### src/design/bcc_pkg.sv
// shared types and constants of the button click classifier
package bcc_pkg;

   localparam int unsigned TICK_WIDTH  = 32;
   localparam int unsigned CFG_WIDTH   = 16;
   localparam int unsigned CFG_IDX_W   = 2;
   localparam int unsigned REQ_DATA_W  = 40;
   localparam int unsigned RSP_DATA_W  = 8;

   localparam logic [CFG_WIDTH-1:0] DEBOUNCE_RESET = 16'd10;
   localparam logic [CFG_WIDTH-1:0] RELEASE_RESET  = 16'd500;
   localparam logic [CFG_WIDTH-1:0] LONG_RESET     = 16'd2000;

   typedef enum logic [CFG_IDX_W-1:0] {
      REG_DEBOUNCE = 2'd0,
      REG_RELEASE  = 2'd1,
      REG_LONG     = 2'd2
   } reg_index_type;

   typedef enum logic [2:0] {
      PH_IDLE     = 3'd0,
      PH_PUSHED   = 3'd1,
      PH_RELEASED = 3'd2,
      PH_LONG     = 3'd3,
      PH_EXIT     = 3'd4
   } phase_type;

   typedef enum logic [1:0] {
      EV_NONE   = 2'd0,
      EV_LONG   = 2'd1,
      EV_SINGLE = 2'd2,
      EV_DOUBLE = 2'd3
   } event_type;

endpackage

### src/design/button_click_classifier.sv
// button click classifier: phase machine that sorts button samples into click events
// an accepted req transfer passes the input register, then the phase update and the
//    result register, before its rsp transfer
// throughput: one sample per cycle unless rsp_tready stalls; the phase update is a single
//    pass of three 32-bit window adds and compares against the sample's tick
// reset: synchronous, active high; clears the phase to idle, the press start tick, both
//    flags, the sticky event and all valid bits, and reloads the three window registers
module button_click_classifier (
   input  logic                            clock,
   input  logic                            reset,
   // request stream
   input  logic                            req_tvalid,
   output logic                            req_tready,
   input  logic [bcc_pkg::REQ_DATA_W-1:0]  req_tdata,   // [0] pressed, [32:1] now_tick
   // result stream
   output logic                            rsp_tvalid,
   input  logic                            rsp_tready,
   output logic [bcc_pkg::RSP_DATA_W-1:0]  rsp_tdata,   // [1:0] click_event, [4:2] phase_now
   // register writes
   input  logic                            csr_we,
   input  logic [bcc_pkg::CFG_IDX_W-1:0]   csr_index,
   input  logic [bcc_pkg::CFG_WIDTH-1:0]   csr_wdata
);
   import bcc_pkg::*;

   // window registers
   logic [CFG_WIDTH-1:0] debounce_ff;
   logic [CFG_WIDTH-1:0] release_ff;
   logic [CFG_WIDTH-1:0] long_ff;

   // input register stage
   logic                  in_valid_ff;
   logic                  pressed_ff;
   logic [TICK_WIDTH-1:0] now_ff;

   // classifier state
   phase_type             phase_ff, phase_in;
   logic [TICK_WIDTH-1:0] start_ff, start_in;
   logic                  held_ff, held_in;
   logic                  dbl_ff, dbl_in;
   event_type             event_ff, event_in;

   // result register
   logic                  rsp_valid_ff;
   logic [RSP_DATA_W-1:0] rsp_data_ff;

   // handshake: the result register frees up when empty or taken this cycle
   logic advance;
   logic fire;

   assign advance    = !rsp_valid_ff || rsp_tready;
   assign fire       = in_valid_ff && advance;
   assign req_tready = !in_valid_ff || advance;
   assign rsp_tvalid = rsp_valid_ff;
   assign rsp_tdata  = rsp_data_ff;

   // register writes, out-of-range index ignored
   always_ff @(posedge clock) begin
      if (reset) begin
         debounce_ff <= DEBOUNCE_RESET;
         release_ff  <= RELEASE_RESET;
         long_ff     <= LONG_RESET;
      end else if (csr_we) begin
         unique case (csr_index)
            REG_DEBOUNCE: debounce_ff <= csr_wdata;
            REG_RELEASE:  release_ff  <= csr_wdata;
            REG_LONG:     long_ff     <= csr_wdata;
            default: ;
         endcase
      end
   end

   // input stage, loads whenever it is empty or moving on
   always_ff @(posedge clock) begin
      if (reset) begin
         in_valid_ff <= 1'b0;
      end else if (req_tready) begin
         in_valid_ff <= req_tvalid;
      end
   end

   always_ff @(posedge clock) begin
      if (req_tready && req_tvalid) begin
         pressed_ff <= req_tdata[0];
         now_ff     <= req_tdata[TICK_WIDTH:1];
      end
   end

   // window ends wrap modulo 2^32, then an unsigned compare against the tick
   logic [TICK_WIDTH-1:0] debounce_end;
   logic [TICK_WIDTH-1:0] release_end;
   logic [TICK_WIDTH-1:0] long_end;
   logic                  debounce_wait;
   logic                  release_wait;
   logic                  long_reached;

   assign debounce_end  = start_ff + {{(TICK_WIDTH-CFG_WIDTH){1'b0}}, debounce_ff};
   assign release_end   = start_ff + {{(TICK_WIDTH-CFG_WIDTH){1'b0}}, release_ff};
   assign long_end      = start_ff + {{(TICK_WIDTH-CFG_WIDTH){1'b0}}, long_ff};
   assign debounce_wait = now_ff < debounce_end;
   assign release_wait  = now_ff < release_end;
   assign long_reached  = now_ff >= long_end;

   // next phase
   always_comb begin
      phase_in = phase_ff;
      unique case (phase_ff)
         PH_IDLE: begin
            if (pressed_ff) phase_in = PH_PUSHED;
         end
         PH_PUSHED: begin
            if (!debounce_wait) begin
               if (pressed_ff) begin
                  if (long_reached) phase_in = PH_LONG;
               end else begin
                  // a glitch that was never seen held skips the release window
                  phase_in = held_ff ? PH_RELEASED : PH_EXIT;
               end
            end
         end
         PH_RELEASED: begin
            if (!release_wait && !pressed_ff) phase_in = PH_EXIT;
         end
         PH_LONG: begin
            if (!pressed_ff) phase_in = PH_EXIT;
         end
         PH_EXIT: phase_in = PH_IDLE;
         default: phase_in = phase_ff;
      endcase
   end

   // press start tick, flags and sticky event
   always_comb begin
      start_in = start_ff;
      held_in  = held_ff;
      dbl_in   = dbl_ff;
      event_in = event_ff;
      unique case (phase_ff)
         PH_IDLE: begin
            if (pressed_ff) start_in = now_ff;
         end
         PH_PUSHED: begin
            if (!debounce_wait) begin
               if (pressed_ff) begin
                  if (long_reached) begin
                     event_in = EV_LONG;
                     held_in  = 1'b0;
                  end else begin
                     held_in  = 1'b1;
                  end
               end else begin
                  held_in = 1'b0;
               end
            end
         end
         PH_RELEASED: begin
            if (!release_wait) begin
               if (!pressed_ff) begin
                  if (!dbl_ff) event_in = EV_SINGLE;
                  dbl_in = 1'b0;
               end else if (!dbl_ff) begin
                  // a second press inside the phase counts once
                  dbl_in   = 1'b1;
                  event_in = EV_DOUBLE;
               end
            end
         end
         PH_LONG: begin
            if (pressed_ff) event_in = EV_LONG;
         end
         PH_EXIT: start_in = '0;
         default: ;
      endcase
   end

   // state update, one sample per transfer into the result register
   always_ff @(posedge clock) begin
      if (reset) begin
         phase_ff <= PH_IDLE;
         start_ff <= '0;
         held_ff  <= 1'b0;
         dbl_ff   <= 1'b0;
         event_ff <= EV_NONE;
      end else if (fire) begin
         phase_ff <= phase_in;
         start_ff <= start_in;
         held_ff  <= held_in;
         dbl_ff   <= dbl_in;
         event_ff <= event_in;
      end
   end

   // result register
   always_ff @(posedge clock) begin
      if (reset) begin
         rsp_valid_ff <= 1'b0;
      end else if (advance) begin
         rsp_valid_ff <= in_valid_ff;
      end
   end

   always_ff @(posedge clock) begin
      if (fire) begin
         rsp_data_ff <= {3'b000, phase_in, event_in};
      end
   end

   // held flag only lives while the press is being measured
   a_held_in_pushed: assert property (@(posedge clock) disable iff (reset)
      held_ff |-> phase_ff == PH_PUSHED)
      else $error("held flag set outside pushed phase");

   // double mark only lives inside the release window phase
   a_dbl_in_released: assert property (@(posedge clock) disable iff (reset)
      dbl_ff |-> phase_ff == PH_RELEASED)
      else $error("double mark set outside released phase");

   // the event is sticky until reset
   a_event_sticky: assert property (@(posedge clock) disable iff (reset)
      event_ff != EV_NONE |=> event_ff != EV_NONE)
      else $error("sticky event was cleared");

   // state only moves with a sample transfer into the result register
   a_state_hold: assert property (@(posedge clock) disable iff (reset)
      !fire |=> $stable(phase_ff) && $stable(event_ff) && $stable(start_ff))
      else $error("state changed without a sample");

   // an empty result register never stalls the request side
   a_no_stall: assert property (@(posedge clock) disable iff (reset)
      !rsp_valid_ff |-> req_tready)
      else $error("request stalled with empty result register");

endmodule

### config.mk
export PLATFORM = sky130hd
export DESIGN_NAME = button_click_classifier
export DESIGN_NICKNAME = d
export VERILOG_FILES = /design/src/design/bcc_pkg.sv /design/src/design/button_click_classifier.sv
export SDC_FILE = /design/constraint.sdc
export NUM_CORES = 1
export LEC_CHECK = 0
export BUFFER_PORTS_ARGS = -buffer_cell sky130_fd_sc_hd__clkbuf_2
export CAP_MARGIN = 20
export CORE_MARGIN = 1
export CORE_UTILIZATION = 50
export DETAILED_ROUTE_END_ITERATION = 8
export PLACE_DENSITY_LB_ADDON = 0.1
export SLEW_MARGIN = 15
export SYNTH_ARGS = -nofsm -noshare
export SYNTH_HDL_FRONTEND = slang
export SYNTH_SLANG_ARGS = --single-unit
### constraint.sdc
create_clock -name clock -period 9.4 [get_ports clock]
set_input_delay 0 -clock clock [delete_from_list [all_inputs] [get_ports clock]]
set_output_delay 0 -clock clock [all_outputs]
set_load 0.1 [all_outputs]
==> run summary, run 1 <==
• Rel. slew slack: 31.0%
• register area share after synthesis: 29.0%
• cell mode on critical path: sky130_fd_sc_hd__nor2_1
• floorplan die area: 20700 um^2
• dominant cells by area after synthesis: sky130_fd_sc_hd__dfxtp_1 18%, sky130_fd_sc_hd__ha_1 18%, sky130_fd_sc_hd__edfxtp_1 11%, sky130_fd_sc_hd__nand2_1 7.0%, sky130_fd_sc_hd__a21oi_1 6.0%
• count of pins on the block boundary: 73
• Max Clock Freq: 192 MHz
• Syn Inst Count: 1215
• number of non-filler instances in the completed layout: 1576
• area overhead of the layout relative to synthesis: 15.9%
• PostCTS Resize Cnt: 0
• final slew viol count: 0
• Filler Cell Count: 1768
• period utilization: 55.4%
• detailed-route via count: 9281
• worst-path cell chain: ha_1 -> inv_1 -> fa_1 -> nor2b_1 -> o21ai_1 -> a21oi_1 -> o211a_1 -> nor4b_2 -> o21bai_1 -> nor2_1 -> nor3_1 -> ha_1 -> nand4_1 -> a21oi_1 -> a211oi_1 -> o22ai_1 -> nor2_1 -> nor2_1 -> a211o_1
• Register Area: 2920 um^2
• share of flip-flops with an asynchronous set or reset after synthesis: 0%
• destination of the worst register-to-register timing path: rsp_tdata[0]
• Peak VDD IR: 128 uV
• Layout Cell Area excl Fill: 11700 um^2
• most instantiated cells after synthesis: 188 x sky130_fd_sc_hd__nand2_1, 142 x sky130_fd_sc_hd__ha_1, 120 x sky130_fd_sc_hd__a21oi_1
• CTS Root Buffer Type: sky130_fd_sc_hd__clkbuf_16
• most common flop cell mapped by yosys: sky130_fd_sc_hd__dfxtp_1
• setup violators final: 0
• input/output buffers: 62
• area of the mapped netlist: 10100 um^2
• clock-pin slew on the worst setup and hold paths: 0.07 ns
• share of layout cells above drive strength 1: 9.76%
• Post-DP HPWL: 20.2 mm
• syn_area_per_cell: 8.29 um^2
• RSZ-0062 raised after global routing: false
• number of antenna-violating nets in the routed design: 0
• number of cells after detailed placement: 1492
• routability cong.: 0.888
• least setup slack across all paths after layout: 4.19 ns
• final hold slack: 0.147 ns
• all-layer global routing usage: 29.5%
• min Tclk post-route: 5.21 ns
• Hold Path Depth: 5
• routed wirelength normalized by instance count: 18.4 um
• total power density per cell area: 140 nW/um^2
• Hold Crit Class: in -> reg
• Std-Cell Core Area: 19600 um^2
• average vias per placed instance: 5.89
• Placed Area: 10500 um^2
• Placement Rows: 51
• final wirelength: 28.9 mm
• slowest cell on the critical path: sky130_fd_sc_hd__o21bai_1
• Yosys reg bits: 127
• TritonCTS Buffers: 17
• cell depth of the worst flop-to-flop path: 19
• number of violations of the max-capacitance limit: 0
• antenna violations before repair: 0
• source of the worst register-to-register timing path: start_ff[0]
• cell type group with the largest total delay on the critical path: compound AO/OA/AOI/OAI gates
• Slowest Stage Delay on Critical Path: 0.62 ns
• required time of the critical path: 9.59 ns
• largest area contributor in the synthesized netlist: sky130_fd_sc_hd__dfxtp_1
• Setup CP Type: reg -> reg
• post-detailed-route DRC marker count: 0
• H-tree levels: 4
• share of the synthesized area in the top cell type: 17.7%
• buffering stage count on the worst path with inverters included: 1
• clock buffer depth: 2
• largest fanout of any net on the critical path: 8
• net count reported at finish: 1506
• die boundary width: 144 um
• final hold violation count: 0
• Overall Power: 1.64 mW
• final-layout setup total negative slack: 0 ns
• final setup skew: 0.00736 ns
• First-pass DRT Iterations: 5
• R2R Setup Slk: 4.19 ns
• post-place setup slack: 4.32 ns
• actual transition at the worst max-transition pin: 1.03 ns
• multi-input gate area in the final layout: 6810 um^2
• capturing element type of the critical path: register
• ant diodes: 0
• number of global-route vias before repair: 8619
• overflow left after global routing: 0
• Data arrival, critical path: 5.40 ns
• initial core utilization: 51.4%
• Leak: 4.76 nW
• count of cell types in the netlist: 77
• Hold Crit Endpoint: debounce_ff[15]
• launching element type of the critical path: register
• Die Span Y: 144 um
• Initial DRC Count: 763
• CTS tree: built
• number of enable flip-flop cells after synthesis: 38
• most common cell in the synthesized netlist: sky130_fd_sc_hd__nand2_1
• fraction of the core area covered by cells at the end of the flow: 59.6%
• status: complete, no violations
• clock latency on the worst-skew pair: 0.44 ns
• clk sinks: 127
• maximum number of pins on one net before global-route repair: 74
• warnings from Yosys: 0
• Hold Path Origin: csr_index[0]
• global-route wire length before repair: 46.1 mm
-- cell type report --
class                   count  area share [%]
repair buffers            120            7.51
multi-input cells        1001            58.3
well taps                 265            2.84
clock buffers              17            3.65
inverters                  31           0.997
clock inverters            15            1.65
flip-flops and latches    127            25.0
-- power by group --
group	internal (mW)	leakage (nW)	switching, mW
sequential	0.590	1.09	0.0315
clock	0.406	0.302	0.306
combinational	0.127	3.36	0.175
total	1.12	4.76	0.512
-- worst min-delay path: cells and delay by family --
kind	cells	cell delay [ns]
simple gates	2	0.14
buf+inv	2	0.34
compound gates	1	0.05
-- cells in the final DEF (no fill, tap or decap), types with 5 or more instances in the layout --
| master | instances |
|---|---|
| sky130_fd_sc_hd__o21a_1 | 18 |
| sky130_fd_sc_hd__and2_1 | 5 |
| sky130_fd_sc_hd__nand2b_1 | 24 |
| sky130_fd_sc_hd__a31oi_1 | 8 |
| sky130_fd_sc_hd__dlygate4sd3_1 | 52 |
| sky130_fd_sc_hd__ha_1 | 142 |
| sky130_fd_sc_hd__nand2_1 | 188 |
| sky130_fd_sc_hd__xnor2_1 | 29 |
| sky130_fd_sc_hd__nor4b_1 | 5 |
| sky130_fd_sc_hd__a211o_1 | 5 |
| sky130_fd_sc_hd__a21o_1 | 40 |
| sky130_fd_sc_hd__a21oi_1 | 120 |
| sky130_fd_sc_hd__edfxtp_1 | 38 |
| sky130_fd_sc_hd__nand4_1 | 20 |
| sky130_fd_sc_hd__inv_6 | 5 |
| sky130_fd_sc_hd__inv_1 | 29 |
| sky130_fd_sc_hd__nor2b_1 | 10 |
| sky130_fd_sc_hd__or2_2 | 6 |
| sky130_fd_sc_hd__clkbuf_16 | 17 |
| sky130_fd_sc_hd__and3_1 | 9 |
| sky130_fd_sc_hd__inv_8 | 5 |
| sky130_fd_sc_hd__nor2_1 | 60 |
| sky130_fd_sc_hd__clkbuf_2 | 62 |
| sky130_fd_sc_hd__o211ai_1 | 7 |
| sky130_fd_sc_hd__o21ai_0 | 47 |
| sky130_fd_sc_hd__nand3_1 | 69 |
| sky130_fd_sc_hd__o31ai_1 | 5 |
| sky130_fd_sc_hd__xor2_1 | 38 |
| sky130_fd_sc_hd__o22ai_1 | 5 |
| sky130_fd_sc_hd__nor4_1 | 10 |
| sky130_fd_sc_hd__a211oi_1 | 14 |
| sky130_fd_sc_hd__buf_4 | 6 |
| sky130_fd_sc_hd__o221ai_1 | 5 |
| sky130_fd_sc_hd__nand3b_1 | 5 |
| sky130_fd_sc_hd__nor3_1 | 28 |
| sky130_fd_sc_hd__nor3b_1 | 6 |
| sky130_fd_sc_hd__dfxtp_1 | 89 |
| sky130_fd_sc_hd__or3_1 | 8 |
-- how the worst max path moves through the flow --
stage / startpoint / end / slack (ns) / cells past startpoint
floorplan: start_ff[0] / phase_ff[2] / 5.18 / 20
global placement: start_ff[0] / phase_ff[2] / 4.30 / 20
detailed placement: start_ff[1] / phase_ff[2] / 4.32 / 19
CTS: start_ff[0] / phase_ff[2] / 4.27 / 20
global route: start_ff[0] / rsp_tdata[1] / 3.79 / 18
finish: start_ff[0] / rsp_tdata[0] / 4.19 / 19
-- registers in the layout (all words and copies together), names as in the netlist --
signal and flops:
long_ff 16, rsp_tvalid 1, dbl_ff 1, now_ff 32, pressed_ff 1, debounce_ff 16
rsp_tdata 5, event_ff 2, start_ff 32, in_valid_ff 1, held_ff 1, phase_ff 3
release_ff 16
-- cell families after synthesis --
| family | Yosys count | synth area share [%] |
|---|---|---|
| AND/OR/NAND/NOR | 470 | 22.7 |
| AO/OA/AOI/OAI | 312 | 20.0 |
| adder cells (fa/ha/maj) | 145 | 18.2 |
| flip-flops | 127 | 29.0 |
| buffers and inverters | 89 | 3.64 |
| XOR/XNOR | 67 | 5.83 |
| multiplexers | 4 | 0.447 |
| other | 1 | 0.0372 |
-- per-layer routing --
metal	global-route usage, %	vias up	part of all wire (%)
li1	-	4592	-
met3	4.47	40	5.9
met1	41.3	4361	48
met5	0	-	0
met2	45.7	288	44
met4	10.1	0	2.0
-- what timing repair did --
item / CTS / global route
endpoints found under the hold margin: 83 / 0
hold buffers: 52 / 0
setup buffers: 0 / 0
endpoints found under the setup margin: 0 / 0
Note: power is estimated with default switching activity, not from simulation.
==> run 2: changes to the inputs <==
==> constraint.sdc (replaced) <==
create_clock -name clock -period 5.4 [get_ports clock]
set_input_delay 0 -clock clock [delete_from_list [all_inputs] [get_ports clock]]
set_output_delay 0 -clock clock [all_outputs]
set_load 0.1 [all_outputs]
==> run 2 against run 1 <==
Against the previous run:
- critical path depth stayed put
- wire length shrank 0.44%
- sequential share of layout area barely moved
- clock-buffer cell count unchanged
- utilization is 0.10 points higher
- combinational power rose by 76%
- first-iteration DRC count decreased by 16%
- sequential cell count unchanged
==> run summary, run 2 (same netlist as run 1, synthesis figures left out) <==
• H-tree levels: 4, unchanged
• floorplan die area: 20700 um^2, unchanged
• CTS tree: built
• detailed-route via count: 9206, -0.81%
• total of hold buffers inserted after clock tree synthesis: 52, unchanged
• post-place setup slack: 0.520 ns, -3.80 ns
• share of layout cells above drive strength 1: 10.2%, +0.42 points
• clock buffer depth: 2, unchanged
• buffering stage count on the worst path with inverters included: 1, unchanged
• cell type group with the largest total delay on the critical path: compound AO/OA/AOI/OAI gates
• final hold slack: 0.172 ns, +0.0253 ns
• input/output buffers: 62, unchanged
• least setup slack across all paths after layout: 0.440 ns, -3.75 ns
• Placement Rows: 51, unchanged
• First-pass DRT Iterations: 5, unchanged
• all-layer global routing usage: 29.2%, -0.23 points
• final wirelength: 28.8 mm, -0.44%
• capturing element type of the critical path: register
• number of violations of the max-capacitance limit: 0, unchanged
• period utilization: 91.8%, +36 points
• TritonCTS Buffers: 17, unchanged
• Initial DRC Count: 638, -16%
• clock latency on the worst-skew pair: 0.43 ns, about the same
• Slowest Stage Delay on Critical Path: 0.59 ns, -0.03 ns
• clk sinks: 127, unchanged
• final setup skew: 0.00738 ns, +0.0000209 ns
• antenna violations before repair: 1, +1
• number of global-route vias before repair: 8327, -3.4%
• Leak: 4.77 nW, +0.26%
• die boundary width: 144 um, unchanged
• actual transition at the worst max-transition pin: 1.01 ns, -0.0234 ns
• clock-pin slew on the worst setup and hold paths: 0.07 ns, about the same
• final hold violation count: 0, unchanged
• total setup buffers inserted after CTS: 0, unchanged
• Max Clock Freq: 202 MHz, +5.0%
• min Tclk post-route: 4.96 ns, -0.249 ns
• maximum number of pins on one net before global-route repair: 74, unchanged
• routed wirelength normalized by instance count: 18.2 um, -0.82%
• final-layout setup total negative slack: 0 ns, unchanged
• CTS Root Buffer Type: sky130_fd_sc_hd__clkbuf_16
• RSZ-0062 raised after global routing: false
• PostCTS Resize Cnt: 0, unchanged
• area overhead of the layout relative to synthesis: 16.1%
• Setup CP Type: reg -> reg
• Die Span Y: 144 um, unchanged
• Std-Cell Core Area: 19600 um^2, unchanged
• required time of the critical path: 5.73 ns, -3.86 ns
• Post-DP HPWL: 20.4 mm, +0.85%
• average vias per placed instance: 5.82, -1.2%
• Rel. slew slack: 32.6%, +1.6 points
• number of antenna-violating nets in the routed design: 0, unchanged
• total power density per cell area: 239 nW/um^2, +71%
• Filler Cell Count: 1797, +1.6%
• post-detailed-route DRC marker count: 0, unchanged
• final slew viol count: 0, unchanged
• largest fanout of any net on the critical path: 8, unchanged
• Data arrival, critical path: 5.29 ns, -0.11 ns
• slowest cell on the critical path: sky130_fd_sc_hd__o41a_1
• Peak VDD IR: 222 uV, +74%
• net count reported at finish: 1511, +0.33%
• highest-count cells in the layout ignoring fill and taps: 187 x sky130_fd_sc_hd__nand2_1, 142 x sky130_fd_sc_hd__ha_1, 120 x sky130_fd_sc_hd__a21oi_1, 89 x sky130_fd_sc_hd__dfxtp_1, 69 x sky130_fd_sc_hd__nand3_1
• count of pins on the block boundary: 73, unchanged
• fraction of the core area covered by cells at the end of the flow: 59.7%, +0.10 points
• initial core utilization: 51.4%, unchanged
• status: complete, no violations
• largest registers ranked by flip-flop count: now_ff: 32 flops, start_ff: 32 flops
• global-route wire length before repair: 45.5 mm, -1.4%
• routability cong.: 0.919, +3.4%
• most common cell after layout, fill and taps aside: sky130_fd_sc_hd__nand2_1
• launching element type of the critical path: register
• setup violators final: 0, unchanged
• worst-path cell chain: inv_1 -> fa_1 -> nor2b_1 -> o21ai_0 -> a21oi_1 -> o221a_2 -> a211oi_1 -> o41a_1 -> nor2_1 -> xnor2_1 -> ha_1 -> a21o_1 -> a21o_1 -> a211oi_1 -> o21ai_0 -> o31ai_1 -> nor3_1 -> a221o_1 -> o21ba_2
• overflow left after global routing: 0, unchanged
• Hold Crit Class: in -> reg
==> run 2: changes by cell type in the layout (fill, tap and decap cells not counted) <==
cell / previous run / this run
sky130_fd_sc_hd__inv_6: 5 / 4
sky130_fd_sc_hd__diode_2: 0 / 1
sky130_fd_sc_hd__buf_4: 6 / 11
sky130_fd_sc_hd__bufinv_16: 2 / 1
sky130_fd_sc_hd__clkinv_4: 1 / 2
sky130_fd_sc_hd__nand2_1: 188 / 187
sky130_fd_sc_hd__clkinvlp_4: 1 / 2
sky130_fd_sc_hd__nand2_2: 0 / 1
==> run 2: path summary, 6_finish.rpt <==
path | startpoint | slack (ns) | endpoint | depth (start not counted)
min | csr_index[0] | 0.17 | debounce_ff[4] | 5
max | start_ff[1] | 0.44 | phase_ff[2] | 19
max reg2reg | start_ff[1] | 0.44 | phase_ff[2] | 19
min reg2reg | release_ff[11] | 0.46 | release_ff[11] | 2
==> run 2: metal layers <==
metal | track usage, % | vias to the layer above | wire (um)
li1 | - | 4607 | -
met1 | 41.7 | 4281 | 14000
met2 | 44.3 | 284 | 12500
met3 | 5.16 | 34 | 1840
met4 | 9.13 | 0 | 482
met5 | 0 | - | 0
==> run 2: final cells by class <==
cell class	count	area [um^2]	share of cell area, %
multi-input combinational	1001	6810	58.2
sequential	127	2920	25.0
timing repair buffer	125	913	7.81
clock buffer	17	425	3.64
tap	265	332	2.84
clock inverter	15	170	1.46
inverter	31	116	0.995
antenna	1	2.50	0.0214
==> run 2: worst min-delay path, cell delays in order <==
cell                       delay (ns)
sky130_fd_sc_hd__clkbuf_2        0.13
sky130_fd_sc_hd__nor3b_2         0.06
sky130_fd_sc_hd__buf_4           0.21
sky130_fd_sc_hd__nand2_1         0.10
sky130_fd_sc_hd__a21oi_1         0.05
==> run 2: power breakdown <==
group / internal [mW] / total, mW / switching (mW)
sequential: 1.03 / 1.08 / 0.0554
clock: 0.659 / 1.18 / 0.522
combinational: 0.223 / 0.531 / 0.308
==> run 2: metrics by stage <==
stage / area, um^2 / power [mW] / instances
2_1_floorplan: 10100 / 1.45 / 1217
3_3_place_gp: 10600 / 1.59 / 1497
3_5_place_dp: 10600 / 1.60 / 1497
4_1_cts: 11700 / 2.81 / 1581
5_1_grt: 11700 / 2.92 / 1582
6_report: 11700 / 2.79 / 1582
==> run 3: changes to the inputs <==
==> constraint.sdc (replaced) <==
create_clock -name clock -period 5.5 [get_ports clock]
set_input_delay 0 -clock clock [delete_from_list [all_inputs] [get_ports clock]]
set_output_delay 0 -clock clock [all_outputs]
set_load 0.1 [all_outputs]
==> run 3 against run 2 <==
Against the previous run:
- sequential share of layout area barely moved
- global-route usage fell by 0.15 points
- largest cell class unchanged
- non-clock buffer count rose by 1
- die area did not move
- maximum frequency fell by 3.5%
==> run summary, run 3 (same netlist as run 1, synthesis figures left out) <==
• floorplan die area: 20700 um^2, unchanged
• largest registers ranked by flip-flop count: now_ff: 32 flops, start_ff: 32 flops
• capturing element type of the critical path: register
• clock latency on the worst-skew pair: 0.44 ns, about the same
• detailed-route via count: 9134, -0.78%
• Data arrival, critical path: 5.32 ns, +0.03 ns
• Rel. slew slack: 30.6%, -2.0 points
• share of layout cells above drive strength 1: 10.2%, about the same
• total setup buffers inserted after CTS: 0, unchanged
• R2R Setup Slk: 0.36 ns, -0.08 ns
• status: complete, no violations
• final-layout setup total negative slack: 0 ns, unchanged
• clock buffer depth: 2, unchanged
• PostCTS Resize Cnt: 0, unchanged
• Peak VDD IR: 210 uV, -5.5%
• number of antenna-violating nets in the routed design: 0, unchanged
• initial core utilization: 51.4%, unchanged
• Leak: 4.78 nW, +0.12%
• number of global-route vias before repair: 8402, +0.90%
• H-tree levels: 4, unchanged
• Max Clock Freq: 195 MHz, -3.5%
• final wirelength: 28.8 mm, about the same
• Setup CP Type: reg -> reg
• routability cong.: 0.896, -2.5%
• input/output buffers: 62, unchanged
• Post-DP HPWL: 20.5 mm, +0.36%
• CTS Root Buffer Type: sky130_fd_sc_hd__clkbuf_16
• number of violations of the max-capacitance limit: 0, unchanged
• area overhead of the layout relative to synthesis: 16.2%, about the same
• die boundary width: 144 um, unchanged
• net count reported at finish: 1512, +0.066%
• largest fanout of any net on the critical path: 6, -2
• Placement Rows: 51, unchanged
• maximum number of pins on one net before global-route repair: 74, unchanged
• min Tclk post-route: 5.14 ns, +0.178 ns
• post-detailed-route DRC marker count: 0, unchanged
• period utilization: 93.4%, +1.6 points
• number of non-filler instances in the completed layout: 1583, +0.063%
• Hold Crit Class: in -> reg
• First-pass DRT Iterations: 5, unchanged
• final setup skew: 0.0123 ns, +0.00495 ns
• global-route wire length before repair: 45.4 mm, -0.12%
• TritonCTS Buffers: 17, unchanged
• CTS tree: built
• least setup slack across all paths after layout: 0.362 ns, -0.0780 ns
• most common cell after layout, fill and taps aside: sky130_fd_sc_hd__nand2_1
• setup violators final: 0, unchanged
• count of pins on the block boundary: 73, unchanged
• final hold violation count: 0, unchanged
• actual transition at the worst max-transition pin: 1.04 ns, +0.0297 ns
• routed wirelength normalized by instance count: 18.2 um, about the same
• Std-Cell Core Area: 19600 um^2, unchanged
• number of cells after detailed placement: 1498, +0.067%
• final slew viol count: 0, unchanged
• clock-pin slew on the worst setup and hold paths: 0.07 ns, about the same
• required time of the critical path: 5.68 ns, -0.05 ns
• all-layer global routing usage: 29.1%, -0.15 points
• average vias per placed instance: 5.77, -0.84%
• highest-count cells in the layout ignoring fill and taps: 188 x sky130_fd_sc_hd__nand2_1, 142 x sky130_fd_sc_hd__ha_1, 120 x sky130_fd_sc_hd__a21oi_1, 89 x sky130_fd_sc_hd__dfxtp_1, 69 x sky130_fd_sc_hd__nand3_1
• RSZ-0062 raised after global routing: false
• overflow left after global routing: 0, unchanged
• launching element type of the critical path: register
• Die Span Y: 144 um, unchanged
• clk sinks: 127, unchanged
• total power density per cell area: 235 nW/um^2, -1.7%
• antenna violations before repair: 1, unchanged
• Initial DRC Count: 588, -7.8%
• post-place setup slack: 0.502 ns, -0.0173 ns
## run 3: cell type report
type / instances / area [um^2]
diodes: 1 / 2.50
fillers: 1779 / 7890
repair buffers: 126 / 921
clock inverters: 15 / 173
clock buffers: 17 / 425
inverters: 31 / 116
multi-input cells: 1001 / 6810
flip-flops and latches: 127 / 2920
well taps: 265 / 332
## run 3: what timing repair did
action	CTS	global route
hold endpoints to repair	83	0
hold buffers	52	0
setup endpoints to repair	0	0
## run 3: power by group
| group | switching [mW] | internal (mW) | leakage [nW] |
|---|---|---|---|
| logic | 0.302 | 0.219 | 3.40 |
| clock network | 0.518 | 0.649 | 0.289 |
| registers | 0.0525 | 1.01 | 1.09 |
## run 3: per-layer routing
| layer | part of all wire (%) | vias to the layer above | track usage, % | wire, um |
|---|---|---|---|---|
| met5 | 0 | - | 0 | 0 |
| met4 | 1.6 | 0 | 7.89 | 464 |
| met3 | 6.3 | 30 | 6.03 | 1820 |
| met2 | 44 | 244 | 44.9 | 12600 |
| met1 | 48 | 4263 | 40.8 | 14000 |
| li1 | - | 4597 | - | - |
## run 3: path summary, 6_finish.rpt
check                                     from              to  cells after the start
worst max-delay path               start_ff[0]    rsp_tdata[0]                     21
worst min-delay path              csr_index[1]  debounce_ff[0]                      5
worst max register to register     start_ff[0]    rsp_tdata[0]                     21
worst min register to register  release_ff[11]  release_ff[11]                      2
## run 3: critical path: stages (launching register included)
cell                       delay (ns)
sky130_fd_sc_hd__dfxtp_1         0.39
sky130_fd_sc_hd__ha_1            0.22
sky130_fd_sc_hd__inv_1           0.07
sky130_fd_sc_hd__fa_1            0.41
sky130_fd_sc_hd__nor2b_1         0.13
sky130_fd_sc_hd__o21ai_1         0.09
sky130_fd_sc_hd__a21oi_1         0.33
sky130_fd_sc_hd__o211a_1         0.31
sky130_fd_sc_hd__nor4b_2         0.09
sky130_fd_sc_hd__o21bai_1        0.55
sky130_fd_sc_hd__buf_4           0.23
sky130_fd_sc_hd__a21oi_1         0.07
sky130_fd_sc_hd__xor2_1          0.18
sky130_fd_sc_hd__ha_1            0.18
sky130_fd_sc_hd__a21o_1          0.17
sky130_fd_sc_hd__nand3_1         0.07
sky130_fd_sc_hd__a21oi_1         0.12
sky130_fd_sc_hd__a211oi_1        0.46
sky130_fd_sc_hd__o22ai_1         0.21
sky130_fd_sc_hd__nor2_1          0.25
sky130_fd_sc_hd__nor2_1          0.09
sky130_fd_sc_hd__a211o_1         0.26
## run 3: through the flow
stage                     hold slack [ns]  power [mW]  cell area, um^2  util (%)
after floorplan                    0.0989        1.42            10100         -
after global placement              0.177        1.56            10600      54.0
after detailed placement            0.179        1.56            10600      54.0
after CTS                           0.146        2.76            11700      59.7
after global routing                0.180        2.87            11700      59.7
final                               0.138        2.75            11700      59.7
